`src/design/fapk_pkg.sv`:
```
// Shared types, constants and float-to-fixed helpers for the ARGB color packer.
package fapk_pkg;

	// Q1.24 fixed point: 1.0 is 2^24, values run 0 .. 2^24
	localparam int QW = 25;
	localparam logic [QW-1:0] Q_ONE = QW'(1) << 24;

	// IEEE single field limits
	localparam logic [7:0] EXP_ONE = 8'd127;
	localparam logic [7:0] EXP_MAX = 8'hff;
	localparam logic [7:0] SHIFT_BASE = 8'd126;

	// opcodes
	typedef enum logic {
		OP_FLOAT = 1'b0,
		OP_INTENSITY = 1'b1
	} fapk_op_t;

	// advance enables for the three pipeline stages
	typedef struct packed {
		logic s1;
		logic s2;
		logic s3;
	} fapk_stage_en_t;

	// Clamp a single-precision pattern to [0,1] and truncate to Q1.24.
	// NaN, negatives, zero and subnormals give 0; 1.0 and above give 1.0.
	function automatic logic [QW-1:0] to_q24(input logic [31:0] w);
		logic [7:0] expo;
		logic [22:0] frac;
		logic [7:0] shift;
		logic [23:0] mant;
		logic [QW-1:0] res;
		expo = w[30:23];
		frac = w[22:0];
		shift = SHIFT_BASE - expo;
		mant = {1'b1, frac};
		if (expo == EXP_MAX && frac != 23'd0) begin
			res = '0;
		end else if (w[31]) begin
			res = '0;
		end else if (expo >= EXP_ONE) begin
			res = Q_ONE;
		end else if (expo == 8'd0) begin
			res = '0;
		end else if (shift >= 8'd24) begin
			res = '0;
		end else begin
			res = QW'(mant >> shift[4:0]);
		end
		return res;
	endfunction

	// floor(q * 255 / 2^24), saturated at 255
	function automatic logic [7:0] q24_to_byte(input logic [QW-1:0] q);
		logic [QW+7:0] prod;
		logic [8:0] v;
		prod = {q, 8'd0} - {8'd0, q};
		v = prod[QW+7:24];
		return (v > 9'd255) ? 8'hff : v[7:0];
	endfunction

endpackage

```
`src/design/fapk_lane.sv`:
```
// One color lane: float to Q1.24, scale by intensity, then to a byte.
module fapk_lane (
	input  logic                       clk,
	input  fapk_pkg::fapk_stage_en_t   en,
	input  logic [31:0]                chan_bits,
	input  logic [fapk_pkg::QW-1:0]    scale_s1,
	output logic [7:0]                 byte_s3
);

	logic [fapk_pkg::QW-1:0] q_s1;
	logic [fapk_pkg::QW-1:0] scaled_s2;
	logic [2*fapk_pkg::QW-1:0] prod;

	// stage 1: clamp and convert
	always_ff @(posedge clk) begin
		if (en.s1) begin
			q_s1 <= fapk_pkg::to_q24(chan_bits);
		end
	end

	// stage 2: scale and truncate back to Q1.24
	assign prod = q_s1 * scale_s1;

	always_ff @(posedge clk) begin
		if (en.s2) begin
			scaled_s2 <= prod[fapk_pkg::QW+23:24];
		end
	end

	// stage 3: byte conversion
	always_ff @(posedge clk) begin
		if (en.s3) begin
			byte_s3 <= fapk_pkg::q24_to_byte(scaled_s2);
		end
	end

endmodule

```
`src/design/float_argb_color_packer_core.sv`:
```
// Top level of the float ARGB8888 color packer: four lanes and the merge.
//
//  channel | signals                                           | dir
//  --------+---------------------------------------------------+-----
//  input   | in_valid, in_ready, opcode, alpha/red/green/blue/  | in
//          | intensity_bits                                    |
//  output  | out_valid, out_ready, argb_word                   | out
//
// Three stages (convert, scale multiply, byte); one request per cycle while
// the output is not stalled. The multiply in each lane sets the stage length.
// Reset clears only the stage valid bits. Each stage advances when the one
// after it is empty or moving, so bubbles close up while the output stalls.
module float_argb_color_packer_core (
	input  logic        clk,
	input  logic        arst_n,
	input  logic        in_valid,
	output logic        in_ready,
	input  logic        opcode,
	input  logic [31:0] alpha_bits,
	input  logic [31:0] red_bits,
	input  logic [31:0] green_bits,
	input  logic [31:0] blue_bits,
	input  logic [31:0] intensity_bits,
	output logic        out_valid,
	input  logic        out_ready,
	output logic [31:0] argb_word
);

	fapk_pkg::fapk_stage_en_t en;
	logic v_s1, v_s2, v_s3;
	logic [fapk_pkg::QW-1:0] scale_s1;
	logic [7:0] a_s3, r_s3, g_s3, b_s3;

	// stage enables, back to front
	always_comb begin
		en.s3 = !v_s3 || out_ready;
		en.s2 = !v_s2 || en.s3;
		en.s1 = !v_s1 || en.s2;
	end
	assign in_ready = en.s1;

	// stage valid bits
	always_ff @(posedge clk or negedge arst_n) begin
		if (!arst_n) begin
			v_s1 <= 1'b0;
			v_s2 <= 1'b0;
			v_s3 <= 1'b0;
		end else begin
			if (en.s1) v_s1 <= in_valid;
			if (en.s2) v_s2 <= v_s1;
			if (en.s3) v_s3 <= v_s2;
		end
	end

	// RGB scale: intensity in intensity mode, else exactly 1.0
	always_ff @(posedge clk) begin
		if (en.s1) begin
			unique case (fapk_pkg::fapk_op_t'(opcode))
				fapk_pkg::OP_INTENSITY: scale_s1 <= fapk_pkg::to_q24(intensity_bits);
				fapk_pkg::OP_FLOAT:     scale_s1 <= fapk_pkg::Q_ONE;
				default:                scale_s1 <= fapk_pkg::Q_ONE;
			endcase
		end
	end

	// lanes
	fapk_lane u_lane_a (
		.clk(clk), .en(en), .chan_bits(alpha_bits),
		.scale_s1(fapk_pkg::Q_ONE), .byte_s3(a_s3)
	);
	fapk_lane u_lane_r (
		.clk(clk), .en(en), .chan_bits(red_bits),
		.scale_s1(scale_s1), .byte_s3(r_s3)
	);
	fapk_lane u_lane_g (
		.clk(clk), .en(en), .chan_bits(green_bits),
		.scale_s1(scale_s1), .byte_s3(g_s3)
	);
	fapk_lane u_lane_b (
		.clk(clk), .en(en), .chan_bits(blue_bits),
		.scale_s1(scale_s1), .byte_s3(b_s3)
	);

	// merge
	assign argb_word = {a_s3, r_s3, g_s3, b_s3};
	assign out_valid = v_s3;

endmodule

```
`config.mk`:
```
export PLATFORM = sky130hd
export DESIGN_NAME = float_argb_color_packer_core
export DESIGN_NICKNAME = d
export VERILOG_FILES = /design/src/design/fapk_pkg.sv /design/src/design/fapk_lane.sv /design/src/design/float_argb_color_packer_core.sv
export SDC_FILE = /design/constraint.sdc
export NUM_CORES = 2
export LEC_CHECK = 0
export BUFFER_PORTS_ARGS = -buffer_cell sky130_fd_sc_hd__clkbuf_2
export CAP_MARGIN = 20
export CORE_ASPECT_RATIO = 2
export CORE_MARGIN = 5
export CORE_UTILIZATION = 55
export DETAILED_ROUTE_END_ITERATION = 7
export GPL_TIMING_DRIVEN = 0
export PLACE_DENSITY_LB_ADDON = 0.12
export SYNTH_ARGS = -nofsm -noshare
export SYNTH_HDL_FRONTEND = slang
export SYNTH_SLANG_ARGS = --single-unit
```
`constraint.sdc`:
```
create_clock -name clk -period 18.2 [get_ports clk]
set_clock_uncertainty 0.2 [all_clocks]
set_input_delay 5.46 -clock clk [delete_from_list [all_inputs] [get_ports clk]]
set_output_delay 5.46 -clock clk [all_outputs]
set_load 0.02 [all_outputs]
```
==> results.yml <==
status:
  status: "finished, violations left"
  violations: "DRC"
setup_path:
  start_kind: "input pin"
  cp_slowest_stage_delay_ps: 560
  cp_top_family: "buffers and inverters"
  path_cells: "clkbuf_2 -> nand4b_1 -> buf_6 -> buf_8 -> buf_16 -> buf_8 -> buf_8 -> buf_8 -> clkbuf_2"
  cp_num_buf_inv: 8
  rr_worst_depth: 27
  path_class: "input pin to output pin"
  crit_cells: 9
  cp-end-kind: "output pin"
  critPathSlowestCell: "nand4b_1"
  cp_common_cell: "buf_8"
  cp_data_required_time_ps: 12540
  arrival_ps: 7500
  worstPathMaxFanout: 18
placed_design:
  dp_cells: 10600
  port_buffers: 193
  gp_congestion: 1.12
  place_area_sq_um: 81200
  hpwl_mm: 277
synthesis:
  synth.most_common_cell: "inv_1"
  synth_fa_ha_area_share_pct: 50.9
  synth-seq-area-share_pct: 10.1
  synthFlopType: "edfxtp_1"
  synth_top_family_by_area: "adder cells"
  synth_cell_types: 84
  synth_simple_gate_area_share_pct: 17.5
  netlist_area_sq_um: 76900
  async_flop_share_pct: 1.15
  syn_area_per_cell_sq_um: 9.07
  syn_nets: 10800
  synthTopCellsByArea: "fa_1 41%, edfxtp_1 10%, ha_1 10%, inv_1 9.2%, and2_1 7.9%"
  ys_ff_latch: 260
  synthMuxAreaShare_pct: 2.36
  synth_compound_area_share_pct: 6.21
  synthCells: 8475
  synth_common_cells: "1,880 x inv_1, 1,572 x fa_1, 1,093 x nand2_1"
  synth_xor_area_share_pct: 1.52
  yosys_warnings: 0
  synth_top_cell_by_area: "fa_1"
  synth-edff-count: 257
  yosysTopAreaCellShare_pct: 40.9
sta:
  hold_slack_ps: 219
  setup-violations-final: 0
  worstMarginPinSlew_ps: 1360
  fin_crit_ps: 13160
  report.final.slew_viol_count: 0
  period_share_pct: 72.3
  report.final.hold_viol_count: 0
  relSlewSlack_pct: 9.51
  rsz0062_at_grt: "false"
  fmax_ghz: 0.0760
final_layout:
  final.fill_count: 12700
  instances_no_fill: 10800
  syn_to_final_growth_pct: 7.85
  finish.net_count: 11200
  drive_above_1_share_pct: 5.34
  final_area_sq_um: 82900
die:
  coreArea_sq_um: 139000
  die-width_um: 274
  pin_count: 199
  placementRows: 194
  start_util_pct: 55.2
  die_h_um: 539
  die_area_sq_um: 148000
drt:
  postRouteAntennaNets: 0
  wire_per_inst_um: 31.4
  vias_per_cell: 6.13
  drtIter0Drc: 5941
  drc: 10
  firstDrtPassIters: 8
  wl_mm: 339
  vias: 66100
clock_network:
  cts_tree: "built"
  htree_levels: 1
  cts-root-buf: "clkbuf_16"
  clock_sink_count: 260
  ctsResizeCount: 0
  cts_made_buffers: 27
  postCtsHoldBufs: 0
  cts.clk_slew.worst_paths_ps: 60
  clk_path_buf_depth: 3
  clock_latency_ps: 720
  postCtsSetupRepairBufs: 0
job:
  maxCapViolations: 0
worst_hold_path:
  holdPathStages: 0
  hold_path.class: "flop to flop"
global_routing:
  grt_pass1_vias: 70700
  overflow: 0
  antenna_found_initial: 74
  grt_max_degree: 34
  grt_pass1_wl_mm: 482
  track_usage_pct: 46.4
power:
  irDropWorstVdd_uv: 78.3
  power_density_nw_per_um2: 57.0
  p_leak_nw: 40.5
[kinds of logic after synthesis]
logic type / after synthesis
XOR/XNOR: 133
multiplexers: 126
adder cells (fa/ha/maj): 2187
buffers and inverters: 2316
AND/OR/NAND/NOR: 2716
flip-flops: 260
AO/OA/AOI/OAI: 737
[where the power goes]
part,switching (mW),internal (mW)
registers,0.164,0.836
clock network,0.295,0.328
logic,2.00,1.10
[flip-flops by register name, summed over array words and instances, names as in the netlist, 8 cells and up]
| signal | count |
|---|---|
| u_lane_r.scaled_s2 | 25 |
| u_lane_g.byte_s3 | 8 |
| u_lane_b.byte_s3 | 8 |
| u_lane_a.byte_s3 | 8 |
| u_lane_r.q_s1 | 25 |
| u_lane_r.byte_s3 | 8 |
| u_lane_g.scaled_s2 | 25 |
| u_lane_g.q_s1 | 25 |
| u_lane_b.scaled_s2 | 25 |
| u_lane_b.q_s1 | 25 |
| scale_s1 | 25 |
| u_lane_a.scaled_s2 | 25 |
| u_lane_a.q_s1 | 25 |
[through the flow]
stage	worst slack [ps]	utilization (%)	total power, mW	setup TNS [ps]
floorplan	3400	-	2.82	0
global placement	-5.94	57.5	3.90	-5.94
detailed placement	5040	58.3	3.97	0
CTS	5050	59.0	4.62	0
global route	4940	59.4	4.99	0
finish	5040	59.5	4.73	0
[worst reg2reg max path, cell delays in order (launching register included)]
cell and delay (ps):
edfxtp_1 590, clkbuf_1 530, clkbuf_1 940, and2_1 270
fa_1 440, fa_1 990, inv_1 130, fa_1 520
inv_1 60, fa_1 500, inv_1 60, fa_1 530
inv_1 50, fa_1 480, inv_1 50, fa_1 470
inv_1 70, ha_1 310, a21oi_1 710, o211ai_1 390
a31oi_1 870, a21o_1 250, a211oi_1 110, o21ai_0 270
a21boi_0 190, a221oi_1 690, o21ai_0 200, xor2_1 180
[layer usage]
layer | share of wire, % | global-route usage, % | routed length (um) | up-vias
met5 | 0.060 | 0.133 | 203 | -
met1 | 27 | 42.2 | 91200 | 32400
met4 | 16 | 53.9 | 55300 | 22
met3 | 9.8 | 15.2 | 33000 | 2372
li1 | - | - | - | 26500
met2 | 47 | 74.6 | 159000 | 4693
[path summary, 6_finish.rpt]
| check | from | to | slack, ps |
|---|---|---|---|
| setup / recovery | out_ready | in_ready | 5040 |
| hold / removal | u_lane_a.q_s1[12] | u_lane_a.scaled_s2[12] | 220 |
| setup reg to reg | scale_s1[9] | u_lane_r.scaled_s2[18] | 6890 |
| hold reg to reg | u_lane_a.q_s1[12] | u_lane_a.scaled_s2[12] | 220 |
| max in group asynchronous | arst_n | out_valid | 13330 |
| min in group asynchronous | arst_n | v_s1 | 4350 |
[final cells by class]
class / count / area (sq um) / share of cell area (%)
Antenna cell: 88 / 220 / 0.266
Buffer: 435 / 1660 / 2.00
Clock buffer: 32 / 714 / 0.862
Clock inverter: 18 / 208 / 0.250
Inverter: 1881 / 7060 / 8.51
Multi-Input combinational cell: 5899 / 60400 / 72.8
Sequential cell: 260 / 7790 / 9.40
Tap cell: 1862 / 2330 / 2.81
Timing Repair Buffer: 294 / 2530 / 3.05
[placed cells by master, fill, tap and decap left out, types with 7 or more instances in the layout]
cell type     n
a211oi_1     68
a21o_1       97
a21oi_1     238
a221oi_1      8
a31oi_1      32
and2_1      967
and3_1       17
and4_1        7
buf_1         9
buf_16        8
buf_6         7
buf_8        83
clkbuf_1    412
clkbuf_16    27
clkbuf_2    206
diode_2      88
edfxtp_1    257
fa_1       1572
ha_1        615
inv_1      1880
mux2_2       30
mux2i_1      55
mux4_2       41
nand2_1    1093
nand2b_1     29
nand3_1      71
nand4_1      52
nor2_1      268
nor2b_1      48
nor3_1       67
nor3b_1       9
nor4_1       36
o211ai_1     55
o21a_1       16
o21ai_0     126
o21bai_1     23
or2_2        15
or3_1        22
xnor2_1      98
xor2_1       35
Power figures use the tool's default switching activity.
